--- src/rtl/rtc_pkg.sv ---
// ----------------------------------------------------------------------------
// rtc_pkg
// Shared types and constants for the calendar clock: the item and result
// payloads, the calendar record passed between units and the register map.
// ----------------------------------------------------------------------------
`default_nettype none

package rtc_pkg;

    // configuration register map
    typedef enum logic [1:0] {
        CFG_TICKS_PER_SECOND = 2'd0,
        CFG_BINARY_FORMAT    = 2'd1,
        CFG_HOUR_24_FORMAT   = 2'd2,
        CFG_UNUSED           = 2'd3
    } cfg_index_t;

    // item operations
    localparam logic OP_TICK = 1'b0;
    localparam logic OP_LOAD = 1'b1;

    localparam logic [15:0] TICKS_PER_SECOND_RESET = 16'd1000;
    localparam logic        BINARY_FORMAT_RESET    = 1'b0;
    localparam logic        HOUR_24_FORMAT_RESET   = 1'b1;

    localparam logic [5:0]  MAX_SECOND = 6'd59;
    localparam logic [5:0]  MAX_MINUTE = 6'd59;
    localparam logic [4:0]  MAX_HOUR   = 5'd23;
    localparam logic [3:0]  MAX_MONTH  = 4'd12;
    localparam logic [13:0] MAX_YEAR   = 14'd9999;
    localparam logic [6:0]  MAX_YR_PART = 7'd99;

    typedef struct packed {
        logic       operation;
        logic [7:0] rtc_second;
        logic [7:0] rtc_minute;
        logic [7:0] rtc_hour;
        logic [7:0] rtc_day;
        logic [7:0] rtc_month;
        logic [7:0] rtc_year;
        logic [7:0] rtc_century;
    } item_t;

    typedef struct packed {
        logic [5:0]  cur_second;
        logic [5:0]  cur_minute;
        logic [4:0]  cur_hour;
        logic [4:0]  cur_day;
        logic [3:0]  cur_month;
        logic [13:0] cur_year;
        logic [63:0] elapsed_seconds;
        logic [31:0] tick_total;
    } result_t;

    // calendar record; the year is also kept split as year / 100 and
    // year % 100 so the leap test needs no division
    typedef struct packed {
        logic [5:0]  second;
        logic [5:0]  minute;
        logic [4:0]  hour;
        logic [4:0]  day;
        logic [3:0]  month;
        logic [13:0] year;
        logic [6:0]  yr_hi;
        logic [6:0]  yr_lo;
    } cal_t;

    localparam cal_t CAL_RESET = '{
        second: 6'd0,
        minute: 6'd0,
        hour:   5'd0,
        day:    5'd1,
        month:  4'd1,
        year:   14'd1970,
        yr_hi:  7'd19,
        yr_lo:  7'd70
    };

endpackage

`default_nettype wire

--- src/rtl/rtc_load_decode.sv ---
// ----------------------------------------------------------------------------
// rtc_load_decode
// Turns raw RTC bytes into a clamped calendar record (BCD or binary input,
// 12-hour to 24-hour conversion, century and year combined).
// ----------------------------------------------------------------------------
`default_nettype none

module rtc_load_decode (
    input  var rtc_pkg::item_t item,
    input  var logic           binary_format,
    input  var logic           hour_24_format,
    output var rtc_pkg::cal_t  cal
);

    function automatic logic [7:0] bcd_to_bin(input logic [7:0] b);
        logic [7:0] tens;
        tens = {4'b0000, b[7:4]} * 8'd10;
        return {4'b0000, b[3:0]} + tens;
    endfunction

    // value is at most 139, so five conditional subtracts cover it
    function automatic logic [7:0] mod24(input logic [7:0] v);
        logic [7:0] r;
        r = v;
        for (int i = 0; i < 5; i++)
        begin
            if (r >= 8'd24)
            begin
                r = r - 8'd24;
            end
        end
        return r;
    endfunction

    logic [7:0]  sec_b;
    logic [7:0]  min_b;
    logic [7:0]  hour_b;
    logic [7:0]  hour_c;
    logic [7:0]  day_b;
    logic [7:0]  month_b;
    logic [7:0]  yy_b;
    logic [7:0]  cc_b;
    logic [6:0]  hour_lo;
    logic [15:0] full_year;
    logic [1:0]  yy_q;
    logic [7:0]  yy_rem;
    logic [8:0]  hi_sum;

    always_comb
    begin
        // three tens bits, pm flag kept in bit 7
        hour_lo = 7'({4'b0000, item.rtc_hour[3:0]}
                     + ({5'b00000, item.rtc_hour[6:4]} * 8'd10));

        if (binary_format)
        begin
            sec_b   = item.rtc_second;
            min_b   = item.rtc_minute;
            hour_b  = item.rtc_hour;
            day_b   = item.rtc_day;
            month_b = item.rtc_month;
            yy_b    = item.rtc_year;
            cc_b    = item.rtc_century;
        end
        else
        begin
            sec_b   = bcd_to_bin(item.rtc_second);
            min_b   = bcd_to_bin(item.rtc_minute);
            hour_b  = {item.rtc_hour[7], hour_lo};
            day_b   = bcd_to_bin(item.rtc_day);
            month_b = bcd_to_bin(item.rtc_month);
            yy_b    = bcd_to_bin(item.rtc_year);
            cc_b    = bcd_to_bin(item.rtc_century);
        end

        if (!hour_24_format && hour_b[7])
        begin
            hour_c = mod24({1'b0, hour_b[6:0]} + 8'd12);
        end
        else
        begin
            hour_c = hour_b;
        end

        cal.second = (sec_b > 8'(rtc_pkg::MAX_SECOND)) ? rtc_pkg::MAX_SECOND : sec_b[5:0];
        cal.minute = (min_b > 8'(rtc_pkg::MAX_MINUTE)) ? rtc_pkg::MAX_MINUTE : min_b[5:0];
        cal.hour   = (hour_c > 8'(rtc_pkg::MAX_HOUR)) ? rtc_pkg::MAX_HOUR : hour_c[4:0];

        if (day_b == 8'd0)
        begin
            cal.day = 5'd1;
        end
        else if (day_b > 8'd31)
        begin
            cal.day = 5'd31;
        end
        else
        begin
            cal.day = day_b[4:0];
        end

        if (month_b == 8'd0)
        begin
            cal.month = 4'd1;
        end
        else if (month_b > 8'(rtc_pkg::MAX_MONTH))
        begin
            cal.month = rtc_pkg::MAX_MONTH;
        end
        else
        begin
            cal.month = month_b[3:0];
        end

        // century * 100 + year, clamped
        full_year = ({8'h00, cc_b} * 16'd100) + {8'h00, yy_b};
        cal.year  = (full_year > 16'(rtc_pkg::MAX_YEAR)) ? rtc_pkg::MAX_YEAR : full_year[13:0];

        // split into hundreds and remainder for the leap test
        if (yy_b >= 8'd200)
        begin
            yy_q   = 2'd2;
            yy_rem = yy_b - 8'd200;
        end
        else if (yy_b >= 8'd100)
        begin
            yy_q   = 2'd1;
            yy_rem = yy_b - 8'd100;
        end
        else
        begin
            yy_q   = 2'd0;
            yy_rem = yy_b;
        end
        hi_sum = {1'b0, cc_b} + {7'd0, yy_q};
        if (hi_sum > 9'(rtc_pkg::MAX_YR_PART))
        begin
            cal.yr_hi = rtc_pkg::MAX_YR_PART;
            cal.yr_lo = rtc_pkg::MAX_YR_PART;
        end
        else
        begin
            cal.yr_hi = hi_sum[6:0];
            cal.yr_lo = yy_rem[6:0];
        end
    end

endmodule

`default_nettype wire

--- src/rtl/rtc_time_advance.sv ---
// ----------------------------------------------------------------------------
// rtc_time_advance
// Moves a calendar record on by one second with Gregorian leap years.
// ----------------------------------------------------------------------------
`default_nettype none

module rtc_time_advance (
    input  var rtc_pkg::cal_t cur,
    output var rtc_pkg::cal_t nxt
);

    logic       leap;
    logic [4:0] month_len;

    always_comb
    begin
        // year % 4 follows year % 100 since 100 is a multiple of 4
        if (cur.yr_lo == 7'd0)
        begin
            leap = (cur.yr_hi[1:0] == 2'b00);
        end
        else
        begin
            leap = (cur.yr_lo[1:0] == 2'b00);
        end

        case (cur.month) inside
            4'd2:
            begin
                month_len = leap ? 5'd29 : 5'd28;
            end
            4'd4, 4'd6, 4'd9, 4'd11:
            begin
                month_len = 5'd30;
            end
            default:
            begin
                month_len = 5'd31;
            end
        endcase

        nxt = cur;
        if (cur.second < rtc_pkg::MAX_SECOND)
        begin
            nxt.second = cur.second + 6'd1;
        end
        else
        begin
            nxt.second = 6'd0;
            if (cur.minute < rtc_pkg::MAX_MINUTE)
            begin
                nxt.minute = cur.minute + 6'd1;
            end
            else
            begin
                nxt.minute = 6'd0;
                if (cur.hour < rtc_pkg::MAX_HOUR)
                begin
                    nxt.hour = cur.hour + 5'd1;
                end
                else
                begin
                    nxt.hour = 5'd0;
                    if (cur.day < month_len)
                    begin
                        nxt.day = cur.day + 5'd1;
                    end
                    else
                    begin
                        nxt.day = 5'd1;
                        if (cur.month < rtc_pkg::MAX_MONTH)
                        begin
                            nxt.month = cur.month + 4'd1;
                        end
                        else
                        begin
                            nxt.month = 4'd1;
                            if (cur.year >= rtc_pkg::MAX_YEAR)
                            begin
                                nxt.year  = 14'd0;
                                nxt.yr_hi = 7'd0;
                                nxt.yr_lo = 7'd0;
                            end
                            else
                            begin
                                nxt.year = cur.year + 14'd1;
                                if (cur.yr_lo == rtc_pkg::MAX_YR_PART)
                                begin
                                    nxt.yr_lo = 7'd0;
                                    nxt.yr_hi = cur.yr_hi + 7'd1;
                                end
                                else
                                begin
                                    nxt.yr_lo = cur.yr_lo + 7'd1;
                                end
                            end
                        end
                    end
                end
            end
        end
    end

endmodule

`default_nettype wire

--- src/rtl/rtc_calendar_clock.sv ---
// ----------------------------------------------------------------------------
// rtc_calendar_clock
// Millisecond-driven calendar clock, loadable from raw RTC bytes.
// ----------------------------------------------------------------------------
// an accepted item is held in the input register, then written into the
//   state / result register when the result slot is free or being emptied
// throughput: one item per cycle while the result channel does not stall
// reset: calendar 1970-01-01 00:00:00, all counters zero, ticks_per_second
//   1000, BCD input, 24-hour input; no clearing pass, ready right after reset
`default_nettype none

module rtc_calendar_clock (
    input  var logic             clk,
    input  var logic             rst_n,
    // item channel
    input  var logic             item_valid,
    output var logic             item_ready,
    input  var rtc_pkg::item_t   item,
    // result channel
    output var logic             result_valid,
    input  var logic             result_ready,
    output var rtc_pkg::result_t result,
    // configuration write channel
    input  var logic             cfg_valid,
    output var logic             cfg_ready,
    input  var logic [1:0]       cfg_index,
    input  var logic [15:0]      cfg_data
);

    // configuration registers
    logic [15:0] tps_reg;
    logic        binary_format_reg;
    logic        hour_24_format_reg;

    // input register
    logic           item_valid_reg;
    rtc_pkg::item_t item_reg;

    // clock state; these registers also are the result register, since
    // they only change when a new result is written
    logic [15:0]   prescale_reg;
    logic [15:0]   prescale_next;
    logic [31:0]   tick_reg;
    logic [31:0]   tick_next;
    logic [63:0]   seconds_reg;
    logic [63:0]   seconds_next;
    rtc_pkg::cal_t cal_reg;
    rtc_pkg::cal_t cal_next;
    logic          result_valid_reg;

    rtc_pkg::cal_t cal_loaded;
    rtc_pkg::cal_t cal_stepped;
    logic [15:0]   prescale_inc;
    logic          second_done;
    logic          advance;

    // result slot free or being emptied this cycle
    assign advance    = !result_valid_reg || result_ready;
    assign item_ready = !item_valid_reg || advance;
    assign cfg_ready  = 1'b1;

    // configuration writes
    always_ff @(posedge clk or negedge rst_n)
    begin
        if (!rst_n)
        begin
            tps_reg            <= rtc_pkg::TICKS_PER_SECOND_RESET;
            binary_format_reg  <= rtc_pkg::BINARY_FORMAT_RESET;
            hour_24_format_reg <= rtc_pkg::HOUR_24_FORMAT_RESET;
        end
        else if (cfg_valid)
        begin
            unique case (rtc_pkg::cfg_index_t'(cfg_index))
                rtc_pkg::CFG_TICKS_PER_SECOND:
                begin
                    tps_reg <= cfg_data;
                end
                rtc_pkg::CFG_BINARY_FORMAT:
                begin
                    binary_format_reg <= cfg_data[0];
                end
                rtc_pkg::CFG_HOUR_24_FORMAT:
                begin
                    hour_24_format_reg <= cfg_data[0];
                end
                default:
                begin
                    // writes to unmapped indexes are dropped
                end
            endcase
        end
    end

    // input register, control part
    always_ff @(posedge clk or negedge rst_n)
    begin
        if (!rst_n)
        begin
            item_valid_reg <= 1'b0;
        end
        else if (item_ready)
        begin
            item_valid_reg <= item_valid;
        end
    end

    // input register, payload part
    always_ff @(posedge clk)
    begin
        if (item_valid && item_ready)
        begin
            item_reg <= item;
        end
    end

    rtc_load_decode u_load_decode (
        .item           (item_reg),
        .binary_format  (binary_format_reg),
        .hour_24_format (hour_24_format_reg),
        .cal            (cal_loaded)
    );

    rtc_time_advance u_time_advance (
        .cur (cal_reg),
        .nxt (cal_stepped)
    );

    // a zero ticks_per_second makes every tick a second, as the compare
    // below is always true then
    assign prescale_inc = prescale_reg + 16'd1;
    assign second_done  = (prescale_inc >= tps_reg);

    always_comb
    begin
        prescale_next = prescale_reg;
        tick_next     = tick_reg;
        seconds_next  = seconds_reg;
        cal_next      = cal_reg;
        if (item_reg.operation == rtc_pkg::OP_LOAD)
        begin
            // counters keep running state across a load
            cal_next = cal_loaded;
        end
        else
        begin
            tick_next = tick_reg + 32'd1;
            if (second_done)
            begin
                prescale_next = 16'd0;
                seconds_next  = seconds_reg + 64'd1;
                cal_next      = cal_stepped;
            end
            else
            begin
                prescale_next = prescale_inc;
            end
        end
    end

    // state and result update, one item per cycle while the result slot is free
    always_ff @(posedge clk or negedge rst_n)
    begin
        if (!rst_n)
        begin
            result_valid_reg <= 1'b0;
            prescale_reg     <= 16'd0;
            tick_reg         <= 32'd0;
            seconds_reg      <= 64'd0;
            cal_reg          <= rtc_pkg::CAL_RESET;
        end
        else if (advance)
        begin
            result_valid_reg <= item_valid_reg;
            if (item_valid_reg)
            begin
                prescale_reg <= prescale_next;
                tick_reg     <= tick_next;
                seconds_reg  <= seconds_next;
                cal_reg      <= cal_next;
            end
        end
    end

    assign result_valid           = result_valid_reg;
    assign result.cur_second      = cal_reg.second;
    assign result.cur_minute      = cal_reg.minute;
    assign result.cur_hour        = cal_reg.hour;
    assign result.cur_day         = cal_reg.day;
    assign result.cur_month       = cal_reg.month;
    assign result.cur_year        = cal_reg.year;
    assign result.elapsed_seconds = seconds_reg;
    assign result.tick_total      = tick_reg;

endmodule

`default_nettype wire

--- config.mk ---
export PLATFORM = sky130hd
export DESIGN_NAME = rtc_calendar_clock
export DESIGN_NICKNAME = d
export VERILOG_FILES = /design/src/rtl/rtc_pkg.sv /design/src/rtl/rtc_load_decode.sv /design/src/rtl/rtc_time_advance.sv /design/src/rtl/rtc_calendar_clock.sv
export SDC_FILE = /design/constraint.sdc
export NUM_CORES = 1
export LEC_CHECK = 0
export BUFFER_PORTS_ARGS = -buffer_cell sky130_fd_sc_hd__buf_2
export CAP_MARGIN = 30
export CORE_ASPECT_RATIO = 1.25
export CORE_UTILIZATION = 40
export CTS_CLUSTER_DIAMETER = 40
export DETAILED_ROUTE_END_ITERATION = 6
export PLACE_DENSITY = 0.58
export SYNTH_ARGS = -nofsm -noshare
export SYNTH_HDL_FRONTEND = slang
export SYNTH_SLANG_ARGS = --single-unit
--- constraint.sdc ---
create_clock -name clk -period 21.7 [get_ports clk]
set_input_delay 1.085 -clock clk [delete_from_list [all_inputs] [get_ports clk]]
set_output_delay 1.085 -clock clk [all_outputs]
set_load 0.005 [all_outputs]
======== After elaboration in Yosys (flattened, before gate mapping) ========
Index checks and enable logic that the tools add are counted.
word-level totals
  bits in registers ....................... 243
  latch bits .............................. 0
  memory bits (writable) .................. 0
  ROM bits ................................ 0
  output and inout bits ................... 139
  memories ................................ 0
operators by class
  add/sub/neg operators ................... 28
  $mul .................................... 8
  divide/modulo/power cells ............... 0
  order comparisons ....................... 21
  eq/ne operators ......................... 13
  shift operators ......................... 0
  mux-type cells .......................... 50
  bitwise gates (word level) .............. 1
  reduce and logical (&&, ||, !) cells .... 28
operator list
  kind                                                                     count
  8-bit 2-to-1 mux                                                         16
  54-bit 2-to-1 mux                                                        2
  64-bit by 1-bit adder with 64-bit output (second input constant)         1
  28-bit 2-to-1 mux                                                        2
  4-bit by 8-bit adder with 8-bit output                                   6
  48-bit 2-to-1 mux                                                        1
  4-bit by 3-bit multiplier with 7-bit output (second input constant)      6
  42-bit 2-to-1 mux                                                        1
  8-bit by 5-bit >= comparator with 1-bit output (second input constant)   5
  8-bit by 5-bit subtractor with 8-bit output (second input constant)      5
  37-bit 2-to-1 mux                                                        1
  7-bit 2-to-1 mux                                                         5
  32-bit by 1-bit adder with 32-bit output (second input constant)         1
  32-bit 2-to-1 mux                                                        1
  5-bit 2-to-1 mux                                                         6
  14-bit 2-to-1 mux                                                        2
  6-bit 2-to-1 mux                                                         4
  15-bit by 8-bit adder with 16-bit output                                 1
  16-bit by 1-bit adder with 16-bit output (second input constant)         1
  16-bit >= comparator                                                     1
  16-bit by 14-bit > comparator with 1-bit output (second input constant)  1
  8-bit by 5-bit > comparator with 1-bit output (second input constant)    2
  8-bit by 6-bit > comparator with 1-bit output (second input constant)    2
  8-bit logical NOT                                                        2
  other kinds (48)                                                         74

======== Logic depth before layout (Yosys ltp) ========
  word-level depth ........................ 22
  gate-level depth with buffers ........... 36
  depth with buffers taken out ............ 34

======== By module ========
From an unflattened synthesis, not the netlist that was laid out.
unflattened totals
  cells, all modules ...................... 2,044
  area, all modules ....................... 18,337.6 µm²
by module, submodules not included
  module              times used  cells an instance  area each (µm²)  sequential area each (µm²)
  rtc_calendar_clock  1           1,064              11,400.9         6,393.6
  rtc_load_decode     1           702                5,268.8          0.0
  rtc_time_advance    1           278                1,667.8          0.0

======== Worst setup path before layout ========
Ideal clock, no wire load.
  path kind ............................... reg2reg
  from .................................... reg item_reg[36] in the netlist's numbering
  to ...................................... reg cal_reg (netlist bit result[119])
  setup time .............................. 0.129 ns
  arrival ................................. 7.450 ns
  slack ................................... 14.121 ns
  cell stages (with the launch flop) ...... 33
  period minus slack after synthesis ...... 7.579 ns
  path through ............................ edfxtp_1 -> ha_1 -> fa_1 -> xor2_1 -> o21ai_0 -> ha_1 -> inv_1 -> o21ai_1 -> a211oi_1 -> o31ai_2 -> mux2_2 -> ha_1 -> nand2_1 -> a21boi_2 -> xnor2_1 -> ha_1 -> and2_1 -> nor2_1 -> a22oi_1 -> xnor2_1 -> ha_1 -> buf_1 -> nand2_1 -> nand2_1 -> nor2_1 -> mux2_2 -> ha_1 -> a31o_1 -> a211o_1 -> nor4b_1 -> o211ai_2 -> and2_1 -> o41a_1
between the ends
  cells in the longest elaborated chain, start to end .. 22
  elaborated cells on any way between the ends .. 27
RTL lines
  item                                                                                                                  RTL line                                      text
  from (decl)                                                                                                           rtc_calendar_clock.sv:37                      rtc_pkg::item_t item_reg;
  from (signal assigned)                                                                                                rtc_calendar_clock.sv:112                     item_reg <= item;
  3-bit by 3-bit multiplier with 6-bit output                                                                           rtc_load_decode.sv:53                         + ({5'b00000, item.rtc_hour[6:4]} * 8'd10));
  4-bit by 7-bit adder with 7-bit output                                                                                rtc_load_decode.sv:53
  7-bit 2-to-1 mux *                                                                                                    rtc_load_decode.sv:55                         if (binary_format)
  7-bit by 4-bit adder with 8-bit output                                                                                rtc_load_decode.sv:78                         hour_c = mod24({1'b0, hour_b[6:0]} + 8'd12);
  8-bit by 5-bit subtractor with 8-bit output / 8-bit by 5-bit >= comparator with 1-bit output (equally long branches)  rtc_load_decode.sv:29, rtc_load_decode.sv:27
  8-bit 2-to-1 mux                                                                                                      rtc_load_decode.sv:27                         if (r >= 8'd24)
  8-bit 2-to-1 mux                                                                                                      rtc_load_decode.sv:76                         if (!hour_24_format && hour_b[7])
  8-bit by 5-bit subtractor with 8-bit output / 8-bit by 5-bit >= comparator with 1-bit output (equally long branches)  rtc_load_decode.sv:29, rtc_load_decode.sv:27
  (+6 left out)                                                                                                         n/a
  8-bit 2-to-1 mux                                                                                                      rtc_load_decode.sv:27
  8-bit 2-to-1 mux                                                                                                      rtc_load_decode.sv:76
  8-bit by 5-bit subtractor with 8-bit output / 8-bit by 5-bit >= comparator with 1-bit output (equally long branches)  rtc_load_decode.sv:29, rtc_load_decode.sv:27
  8-bit 2-to-1 mux                                                                                                      rtc_load_decode.sv:27
  8-bit 2-to-1 mux *                                                                                                    rtc_load_decode.sv:76
  8-bit by 5-bit > comparator with 1-bit output                                                                         rtc_load_decode.sv:87                         cal.hour = (hour_c > 8'(rtc_pkg::MAX_HOUR)) ? rtc_pkg::MAX_HOUR : hour_c[4:0];
  5-bit 2-to-1 mux *                                                                                                    rtc_load_decode.sv:87
  54-bit 2-to-1 mux *                                                                                                   rtc_calendar_clock.sv:139                     if (item_reg.operation == rtc_pkg::OP_LOAD)
  to (signal assigned)                                                                                                  rtc_calendar_clock.sv:169                     cal_reg <= rtc_pkg::CAL_RESET;
  to (signal assigned)                                                                                                  rtc_calendar_clock.sv:179                     cal_reg <= cal_next;
  to (decl)                                                                                                             rtc_calendar_clock.sv:47                      rtc_pkg::cal_t cal_reg;
Mark *: on every way between the ends. The rest lies on a longest branch, timed or not. The select of a mux whose other input is x is not followed.
A chain may end at the register's enable or synchronous reset.

======== Worst setup path in the final report ========
Same ends and word-level chain as after synthesis.

==> summary.md <==
The run finished with clean final reports. Among all stages on the critical path, the largest delay is contributed by o31ai_2. Internal power comes to 1450 uW. The via count normalized by instance count is 5.30, and the last weighted congestion value of the routability-driven placer is 0.880. The share of flip-flops with an asynchronous set or reset was 76.1%. The type of the most critical hold path is register to register. In this run, post-CTS hold repair placed 0 buffers. After clock tree synthesis, the setup repair step added 0 buffers. For the final net count, the log shows 2,129. TritonCTS built the clock tree. Counting flops with a built-in enable in the synthesized netlist gives 57.

Wire length of the first global-routing pass: 67.3 mm. Most common library cell in the layout ignoring fill and taps: buf_2. In the final layout, the share of cells above drive strength 1 is 20.1%.

Setup repair after global routing left no endpoint under its margin. The run gives 41,600 um^2 as the area enclosed by the die boundary. The run gives 22,130 ps as the required time of the worst setup path. The share of total power dissipated in the clock network is 26.5%. At the pin with the least slew margin, the transition time is 921 ps.

The final-layout fill cell count came out at 3,879. The detailed-router iteration count before antenna repair was 5. The floorplan step set the die height to 228 um. Dividing the detail-routed wire length by the instance count gives 16.3 um.

The via count of the first global-routing pass is 13,256, and the fraction of power consumed by sequential logic is 24.7%. Switching power of the nets: 1030 uW. The total power consumption of the routed design came out at 2480 uW. The logs give 1,703 for the number of cells produced by synthesis and 1,930 for the net count after synthesis. The mean instance size in the synthesized netlist works out to 9.59 um^2. The share of total power dissipated in combinational logic is 48.8%. The global-route usage over all layers is 19.7%. Of the available clock period, the critical path in the final layout requires 40.7%. The worst register-to-register path ends at result[119].

The final period demand of the worst path is 8830 ps. Die span in x: 183 um. The startpoint identified for the worst register-to-register timing path is item_reg[36]. STA puts the critical path data arrival time at 9270 ps. The final clock skew was 22.4 ps.

The most used flip-flop cell after synthesis is dfrtp_1. In this run, CTS created clock tree buffers numbering 42. The post-synthesis to final-layout area growth was 17.9%. In the routed design, unresolved DRC markers number 0. The share of the yosys chip area belonging to registers was 38.4%.

The tightest slew margin relative to the limit is 37.9%, and the highest attainable clock frequency is 113 MHz. Switching part of the total: 41.4%. Top cell type by total area after synthesis: dfrtp_1. Summing every instance area after synthesis gives 16,300 um^2. The maximum fanout along the worst path is 9, and the number of cells upsized or downsized after cts is 0. The sum of negative setup slack was 0 ps; the maximum number of buffers from clock root to sink was 3. The hold violation count in the final report was 0; the total leakage power was 0.00896 uW. The clock transition time at the flip-flop clock pins of the worst setup and hold paths was 60 ps. The run gives 238 as the number of clock sinks. Counting distinct cell types in the post-synthesis netlist gives 93. The number of slew-limit violations in the final report is 0, and the worst stage delay on the critical path is 510 ps.

The number of cells on the worst reg-to-reg path works out to 33. The ratio of total power to cell area was 129 nW/um^2; the area of the multi-input gates was 9310 um^2. The cell repeated most along the worst path was ha_1.

The number of instances on the worst hold path is 1. Setup violations remaining at the end of the flow were counted as 0. Counting tap cells, the placed design contains a total of 2,402 instances. Antenna diode instance count: 0. The worst setup path is launched from a register. The area occupied by registers came out at 6270 um^2. Library cell used as clock root buffer: clkbuf_16. The starting density of the core is 40.6%. In the post-synthesis netlist, the biggest area contributors are dfrtp_1 25%, edfxtp_1 10%, ha_1 9.9%. Leftover overflow at the end of global routing: 0. After floorplanning, the core was sized to cover 40,200 um^2. In this run the core area contains 82 standard-cell rows. IR analysis of the VDD net gives a maximum drop of 0.0777 mV.

After synthesis the netlist holds a flip-flop and latch count of 238. The HPWL after detailed placement is 29.6 mm. The post-detailed-route count of antenna-violating nets was 0; the count of input and output buffers was 217.

The run gives 40.4 mm as the wire length after detailed routing. The logs give 109 for the maximum number of pins on one net before global-route repair and 13,153 for the number of vias in the routed layout. The setup check on the worst reg-to-reg path leaves a slack of 12,870 ps. Kind of cell adding the most delay to the critical path: compound AO/OA/AOI/OAI gates.

Number of buffers and inverters on the critical path: 1. For the worst-skew pair, the clock arrives at the later sink with an insertion delay of 560 ps. Critical path start-end classification: register to register. During synthesis, Yosys emitted a total of 0 warnings.

CTS built an H-tree with a depth of 2. The share of the synthesized area in the top cell type was 24.5%. The logs give 0 for the count of maximum capacitance violations and 219 for the I/O pin total. Source of the worst hold timing path: seconds_reg[63]. STA classifies the critical path endpoint as a register. The worst hold path terminates at seconds_reg[63].

The non-filler instance count after layout was 2,482; the flip-flop count of the largest register, all copies and words added was 64. Initial antenna violation count: 3. In the layout the commonest cells are 216 x buf_2, 170 x nand2_1, 159 x dfrtp_1.

The run gives 486 as the DRC violation total after the first TritonRoute iteration.
-- routing by layer --
layer / up-vias / share of wire, % / GRT usage, %
li1: 6495 / - / -
met4: 4 / 1.9 / 5.72
met1: 6343 / 43 / 24.6
met5: - / 0.067 / 0
met2: 254 / 48 / 33.4
met3: 57 / 6.5 / 5.14
-- metrics by stage --
step                      util [%]  setup WS [ps]  instance area (um^2)  hold slack (ps)
after global placement        44.1          13120                 17800              454
final                         47.9          12870                 19200              464
after floorplan                  -          14120                 16300              465
after CTS                     47.7          12970                 19200              472
after global routing          47.9          12250                 19200              494
after detailed placement      44.2          13030                 17800              458
-- power by group through the flow --
stage	Combinational (uW)	Sequential (uW)	Clock, uW
6_report	1210	612	658
5_1_grt	1360	623	695
3_3_place_gp	1200	615	0
4_1_cts	1210	611	678
2_1_floorplan	981	589	0
3_5_place_dp	1200	618	0
-- cell families after synthesis --
logic type / share of synthesized area (%)
xor+xnor: 9.58
buf+inv: 4.63
simple gates: 16.8
compound gates: 16.0
other cells: 0.0230
flops: 38.4
mux: 2.52
fa+ha+maj: 12.1
-- worst max path at each step --
stage,to,cells past startpoint,startpoint,slack [ps]
2_1_floorplan,result[119],32,item_reg[36],14120
3_3_place_gp,result[119],33,item_reg[36],13120
3_5_place_dp,result[119],33,item_reg[36],13030
4_1_cts,result[119],33,item_reg[36],12970
5_1_grt,result[119],33,item_reg[36],12250
6_report,result[119],33,item_reg[36],12870
-- area by class of cell --
class,instances,share of cell area [%]
flip-flops and latches,238,32.6
well taps,546,3.55
inverters,71,1.38
clock inverters,27,1.48
multi-input cells,1312,48.4
repair buffers,237,6.68
clock buffers,51,5.95
-- synthesized netlist by cell type, drive strengths merged, types with 13 or more instances --
| cell type | n |
|---|---|
| nand2 | 170 |
| dfrtp | 160 |
| o21ai | 132 |
| ha | 129 |
| xnor2 | 107 |
| nor2 | 104 |
| nand3 | 84 |
| a21oi | 75 |
| inv | 71 |
| xor2 | 69 |
| edfxtp | 57 |
| buf | 52 |
| and3 | 49 |
| nor3 | 38 |
| clkbuf | 30 |
| a21o | 25 |
| mux2 | 25 |
| o31ai | 25 |
| nor2b | 24 |
| dfstp | 21 |
| fa | 18 |
| nand2b | 16 |
| nand4 | 15 |
| a31oi | 14 |
| mux2i | 13 |
Note: power is estimated with default switching activity, not from simulation.
